$ cat config.mk
export PLATFORM = sky130hd
export DESIGN_NAME = tse_term
export DESIGN_NICKNAME = d
export VERILOG_FILES = /design/src/design/tse_pkg.sv /design/src/design/tse_term.sv
export SDC_FILE = /design/constraint.sdc
export NUM_CORES = 2
export LEC_CHECK = 0
export ABC_AREA = 1
export BUFFER_PORTS_ARGS = -buffer_cell sky130_fd_sc_hd__buf_4
export CAP_MARGIN = 0
export CORE_ASPECT_RATIO = 1.4
export CORE_MARGIN = 1.5
export CORE_UTILIZATION = 59
export DETAILED_ROUTE_END_ITERATION = 8
export PLACE_DENSITY = 0.77
export SYNTH_ARGS = -nofsm -noshare
export SYNTH_HDL_FRONTEND = slang
export SYNTH_SLANG_ARGS = --single-unit
$ cat constraint.sdc
create_clock -name clk -period 9.3 [get_ports clk]
set_input_delay 0.465 -clock clk [delete_from_list [all_inputs] [get_ports clk]]
set_output_delay 0.465 -clock clk [all_outputs]
set_load 0.02 [all_outputs]
$ cat src/design/tse_pkg.sv
// Package for the Taylor sine evaluator.
// Holds widths, constants and the pipeline item type; used by every module.
package tse_pkg;

    localparam int AngleW      = 32;
    localparam int OutW        = 48;
    localparam int TcW         = 5;
    localparam int NW          = 6;
    localparam int GW          = 41;
    localparam int RW          = 30;
    localparam int TW          = 46;
    localparam int GSplit      = 20;
    localparam int TSplit      = 23;
    localparam int DefMaxTerms = 16;

    localparam logic [TcW-1:0]    TcReset  = TcW'(8);
    localparam logic [AngleW-1:0] TwoPiQ26 = AngleW'(421657428);

    typedef struct packed {
        logic signed [GW-1:0]   g;
        logic signed [RW-1:0]   r;
        logic signed [OutW-1:0] sum;
        logic [NW-1:0]          n;
    } item_t;

endpackage

$ cat src/design/tse_term.sv
// One step of the running product, g = g*r/2^26 * (1/J); odd steps for terms below
// n update the sum by +/-g. Four stages, split multiplies. Depends on tse_pkg.
module tse_term #(
    parameter int J = 1
) (
    input  logic           clk,
    input  logic           rst_n,
    input  logic           in_valid,
    output logic           in_ready,
    input  tse_pkg::item_t in_item,
    output logic           out_valid,
    input  logic           out_ready,
    output tse_pkg::item_t out_item
);
    import tse_pkg::*;

    localparam longint Recip  = ((longint'(1) <<< 32) + J / 2) / J;
    localparam int     TermI  = (J - 1) / 2;
    localparam bit     IsOdd  = (J % 2) == 1;
    localparam bit     NegAdd = (TermI % 2) == 1;
    localparam bit     Bypass = (J == 1);
    localparam int     PW1    = GW - GSplit + RW;
    localparam int     PW2    = TW - TSplit + 33;
    localparam int     PW3    = TSplit + 1 + 33;

    logic v1_reg, v2_reg, v3_reg, v4_reg;
    logic rdy1, rdy2, rdy3, rdy4;
    item_t it1_reg, it2_reg, it3_reg, it4_reg;
    logic signed [PW1-1:0] ph1_reg, pl1_reg;
    logic signed [TW-1:0]  t2_reg, t3_reg;
    logic signed [PW2-1:0] ph3_reg;
    logic signed [PW3-1:0] pl3_reg;

    logic signed [32:0]        recip_v;
    logic signed [GW+RW-1:0]   prod1;
    logic signed [TW+32:0]     prod2;
    logic signed [GW-1:0]      g_next;
    logic signed [OutW+1:0]    sum_wide;
    item_t                     it4_next;

    assign rdy4     = !v4_reg || out_ready;
    assign rdy3     = !v3_reg || rdy4;
    assign rdy2     = !v2_reg || rdy3;
    assign rdy1     = !v1_reg || rdy2;
    assign in_ready = rdy1;
    assign recip_v  = 33'(Recip);

    always_comb
    begin
        prod1  = ((GW+RW)'(ph1_reg) <<< GSplit) + (GW+RW)'(pl1_reg);
        prod2  = ((TW+33)'(ph3_reg) <<< TSplit) + (TW+33)'(pl3_reg);
        g_next = Bypass ? GW'(t3_reg) : GW'(prod2 >>> 32);
        it4_next   = it3_reg;
        it4_next.g = g_next;
        sum_wide   = (OutW+2)'(it3_reg.sum);
        if (IsOdd && (it3_reg.n > NW'(TermI)))
        begin
            if (NegAdd)
                sum_wide = sum_wide - (OutW+2)'(g_next);
            else
                sum_wide = sum_wide + (OutW+2)'(g_next);
        end
        if (sum_wide > $signed((OutW+2)'({1'b0, {(OutW-1){1'b1}}})))
            it4_next.sum = {1'b0, {(OutW-1){1'b1}}};
        else if (sum_wide < -$signed((OutW+2)'({1'b1, {(OutW-1){1'b0}}})))
            it4_next.sum = {1'b1, {(OutW-1){1'b0}}};
        else
            it4_next.sum = OutW'(sum_wide);
    end

    always_ff @(posedge clk or negedge rst_n)
    begin
        if (!rst_n)
        begin
            v1_reg <= 1'b0;
            v2_reg <= 1'b0;
            v3_reg <= 1'b0;
            v4_reg <= 1'b0;
        end
        else
        begin
            if (rdy1)
                v1_reg <= in_valid;
            if (rdy2)
                v2_reg <= v1_reg;
            if (rdy3)
                v3_reg <= v2_reg;
            if (rdy4)
                v4_reg <= v3_reg;
        end
    end

    always_ff @(posedge clk)
    begin
        if (rdy1)
        begin
            it1_reg <= in_item;
            ph1_reg <= $signed(in_item.g[GW-1:GSplit]) * in_item.r;
            pl1_reg <= $signed({1'b0, in_item.g[GSplit-1:0]}) * in_item.r;
        end
        if (rdy2)
        begin
            it2_reg <= it1_reg;
            t2_reg  <= TW'(prod1 >>> 26);
        end
        if (rdy3)
        begin
            it3_reg <= it2_reg;
            t3_reg  <= t2_reg;
            ph3_reg <= $signed(t2_reg[TW-1:TSplit]) * recip_v;
            pl3_reg <= $signed({1'b0, t2_reg[TSplit-1:0]}) * recip_v;
        end
        if (rdy4)
            it4_reg <= it4_next;
    end

    assign out_valid = v4_reg;
    assign out_item  = it4_reg;

endmodule

* Word level (Yosys, flattened, before mapping)
Index checks and enable logic that the tools add are counted.
** Storage, ports and cells
- Register bits :: 561
- Input port bits :: 129
- Output and inout port bits :: 127
- Word-level logic and storage cells :: 38
** Operators by class
- $add $sub $neg :: 2
- Multiply operators :: 2
- Magnitude comparators :: 3
- Mux-type cells :: 2
- Reduce and logical (&&, ||, !) cells :: 8
** Operators with widths (number)
- $add A67 B51 Y67 :: 1
- $mul A21 B30 Y51 :: 1
- $gt A50 B48 Y1 const B :: 1
- $lt A50 B48 Y1 const B :: 1
- $mux W50 :: 1
- $add A48 B41 Y49 :: 1
- $mux W48 :: 1
- $mul A21 B30 Y47 :: 1
- $gt A6 B1 Y1 const B :: 1
- $logic_not A1 Y1 :: 4
- $logic_or A1 B1 Y1 :: 4

* Logic depth before layout (Yosys ltp)
- Depth in word-level cells :: 5
- Gate-level depth with buffers :: 30
- Depth with buffers taken out :: 28

* Worst setup path before layout
No wires, ideal clock.
- Path kind :: register -> register
- From :: register v4_reg, in the netlist out_valid
- To :: register it1_reg[0] (netlist name) (enable)
- Library setup time :: 0.536 ns
- Arrival :: 9.475 ns
- Setup slack :: -0.710 ns
- Stages on the path, launching flop included :: 8
- Path through :: dfrtp_1 -> inv_1 -> nor2_1 -> inv_1 -> nor2_1 -> inv_1 -> nor2_1 -> nand2_1
** Between the ends
- Word-level cells in the longest chain between the ends :: 5
** Ends and longest elaborated chain
- from (decl) :: line tse_term.sv:26 : logic v1_reg, v2_reg, v3_reg, v4_reg;
- from (signal assigned) :: line tse_term.sv:89 : v4_reg <= v3_reg;
- $logic_not A1 Y1 :: line tse_term.sv:41 : assign rdy4 = !v4_reg || out_ready;
- $logic_or A1 B1 Y1 :: line tse_term.sv:41
- via rdy4 :: line tse_term.sv:27 : logic rdy1, rdy2, rdy3, rdy4;
- $logic_or A1 B1 Y1 :: line tse_term.sv:42 : assign rdy3 = !v3_reg || rdy4;
- via rdy3 :: line tse_term.sv:27
- $logic_or A1 B1 Y1 :: line tse_term.sv:43 : assign rdy2 = !v2_reg || rdy3;
- $logic_or A1 B1 Y1 :: line tse_term.sv:44 : assign rdy1 = !v1_reg || rdy2;
- via in_ready :: line tse_term.sv:9 : output logic in_ready,
- to (signal assigned) :: line tse_term.sv:97 : it1_reg <= in_item;
- to (decl) :: line tse_term.sv:28 : item_t it1_reg, it2_reg, it3_reg, it4_reg;
The timed path passes the listed nets, and every way through them passes these cells.
A chain may end at the register's enable or synchronous reset.

* Worst setup path after layout
- From :: input port in_item[124] (netlist name)
- To :: register ph1_reg[42] (data pin)
** Between the ends
- Word-level cells in the longest chain between the ends :: 1
** Ends and longest elaborated chain
- from (decl) :: line tse_term.sv:10 : input tse_pkg::item_t in_item,
- $mul A21 B30 Y47 :: line tse_term.sv:98 : ph1_reg <= $signed(in_item.g[GW-1:GSplit]) * in_item.r;
- to (signal assigned) :: line tse_term.sv:98
- to (decl) :: line tse_term.sv:29 : logic signed [PW1-1:0] ph1_reg, pl1_reg;
Every way passes these cells.

==> results.md <==
- H-tree depth: 2
- Final setup TNS: 0 ns
- R2R Setup Slk: 5.21 ns
- Cell mode on critical path: fa_1
- Syn Inst Count: 8140
- Worst skew pair latency: 0.65 ns
- GR Util met3: 0.0516
- Synth Area in Simple Gates: 0.163
- Synth-to-layout area growth: 7.14%
- Initial antenna violation count: 12
- Initial Util: 0.595
- Post-synthesis compound-gate area fraction: 0.0362
- Largest family of logic cells by synthesized area: adder cells
- Tcrit/Tclk final: 0.745
- CTS max path bufs: 3
- Worst path max stage delay: 0.65 ns
- DR DRC count: 0
- Post-CTS Setup Bufs: 0
- Antenna viol nets, final: 0
- First-pass GRT wire length: 324000 µm
- Max Transition Viols Final: 0
- Share of cells above drive strength 1: 0.0480
- Root Driver: clkbuf_16
- Worst min path class: input pin to flip-flop
- Die area: 0.119 mm²
- Worst slew pin tran: 0.938 ns
- Crit Path Max Fanout: 19
- Router iterations before antenna repair: 6
- Largest net degree at the start of global routing: 80
- Top FF cell, synth: edfxtp_1
- Status: completed
- RSZ-0062 raised after global routing: false
- Row count: 148
- MaxCap Viol Count: 0
- DP Area: 0.0720 mm²
- Overall global routing resource usage: 0.360
- Setup violations, final: 0
- Ys Warns: 0
- Mux contribution to synthesized area: 0
- Worst endpoint data arrival time: 7.40 ns
- Worst-path clk slew: 0.07 ns
- XOR/XNOR Fraction of Synth Area: 0.0166
- EDFF count, synth: 537
- Clock Sinks: 541
- Gpl congestion: 1.01
- Slew headroom: 0.373
- CTS Buf Count: 49
- Critical Path End Type: flip-flop
- Final Hold Fails: 0
- Vias in the first global route: 58100
- Synthesized area per cell: 8.50 µm²
- HPWL after detailed placement: 166000 µm
- Grt peak-use layer: met2
- Met2 Resource Use GR: 0.644
- CP cell instances: buf_4, clkinv_1, buf_4, or2_2, fa_1, inv_1, fa_1, inv_1, fa_1, fa_1, inv_1, fa_1, fa_1, inv_1, fa_1, inv_1, ha_1, nand2_1, nor2_1, inv_1, nor4_1, nand3_1, nand3_1, xor2_1
- Commonest non-fill, non-tap cell in the layout: inv_1
- Crit path launch type: input pin
- Die width: 292 µm
- Post-synthesis sequential area ratio: 0.235
- Via density: 5.44
- IO buf count: 255
- Io pins: 256
- CP Class: input pin to flip-flop
- Iter 0 DRT Violations: 3680
- CP Data Required Time: 9.77 ns
- Yosys cell types: 38
- Die height: 408 µm
- Register bit total from synthesis: 541
- GRT overflow: 0
- Clock skew: 0.0338 ns
- Largest register FFs: 125
- Netlist Area Pre-Place: 0.0692 mm²
- Finished Core Util: 0.637
- WL per Instance: 21.3 µm
- Crit-path slowest cell: clkinv_1
- Ys async rst share: 0.00739
- Synth Area in Adders: 0.407
- TritonCTS clock tree: yes
- Core ar.: 0.116 mm²
- Tmin final: 6.93 ns
- Final Instance Area: 0.0741 mm²
- Final nets: 9892
- Met1 GRT Util: 0.387
- Synthesized Nets: 9806
- Detailed Route WL: 208000 µm
- Most frequent cells in the layout: 2301 x inv_1, 2255 x nand2_1, 1192 x fa_1
- Vias: 53200
- Peak Freq: 0.144 GHz
## cell families after synthesis
kind of cell | count (synthesis)
AND/OR/NAND/NOR | 2879
XOR/XNOR | 131
buffers and inverters | 2601
AO/OA/AOI/OAI | 451
flip-flops | 541
adder cells (fa/ha/maj) | 1537
## per-stage QoR
| stage | setup WS (ns) | cells | hold WS [ns] |
|---|---|---|---|
| after global placement | 1.74 | 9626 | 0.261 |
| final | 2.37 | 9775 | 0.0173 |
| after global routing | 2.01 | 9769 | 0.0116 |
| after floorplan | 0.399 | 8140 | 0.169 |
| after detailed placement | 1.75 | 9626 | 0.264 |
| after CTS | 2.42 | 9766 | 0.00104 |
## synthesized netlist by cell type, types with 12 or more instances
cell | number | area (µm²)
a21o_1 | 19 | 143
a21oi_1 | 213 | 1070
a31oi_1 | 30 | 188
buf_1 | 15 | 56.3
clkbuf_1 | 257 | 965
edfxtp_1 | 537 | 16100
fa_1 | 1192 | 23900
ha_1 | 345 | 4320
inv_1 | 2304 | 8650
nand2_1 | 2256 | 8470
nand3_1 | 147 | 736
nand4_1 | 31 | 194
nor2_1 | 352 | 1320
nor3_1 | 34 | 170
nor4_1 | 12 | 75.1
o21a_1 | 15 | 113
o21ai_0 | 125 | 626
o21bai_1 | 28 | 210
or2_2 | 20 | 125
xnor2_1 | 43 | 377
xor2_1 | 88 | 771
## what timing repair did
item	4_1_cts	5_1_grt
endpoints found under the hold margin	52	0
resized for setup	0	0
hold buffers	49	0
## path summary, 6_finish.rpt
path / from / endpoint / depth (start not counted)
setup / recovery: in_item[124] / ph1_reg[42] / 24
hold / removal: in_item[24] / it1_reg[24] / 1
setup reg to reg: t3_reg[0] / out_item[44] / 17
hold reg to reg: t2_reg[19] / t3_reg[19] / 0
max in group asynchronous: rst_n / v1_reg / 2
min in group asynchronous: rst_n / out_valid / 2
## area by class of cell
type,instances,area (µm²)
multi-input combinational,4998,43100
timing repair buffer,317,2500
clock buffer,53,1240
inverter,2319,8710
sequential,541,16200
clock inverter,38,375
antenna,9,22.5
tap,1500,1880
fill,9851,42200
## per-layer routing
layer,wire (µm),up-vias,part of all wire
met3,14500,814,0.070
met4,18100,6,0.087
li1,-,23800,-
met2,106000,2548,0.51
met5,38,-,0.00018
met1,69600,26000,0.33
## worst max-delay path: cells and delay by family
family	cells	cell delay (ns)
xor+xnor	1	0.24
simple gates	6	1.41
buf+inv	9	1.56
fa+ha+maj	8	3.72
Power is not shown: default switching activity piles up to over one toggle a cycle in this logic, so the estimate is an artifact.
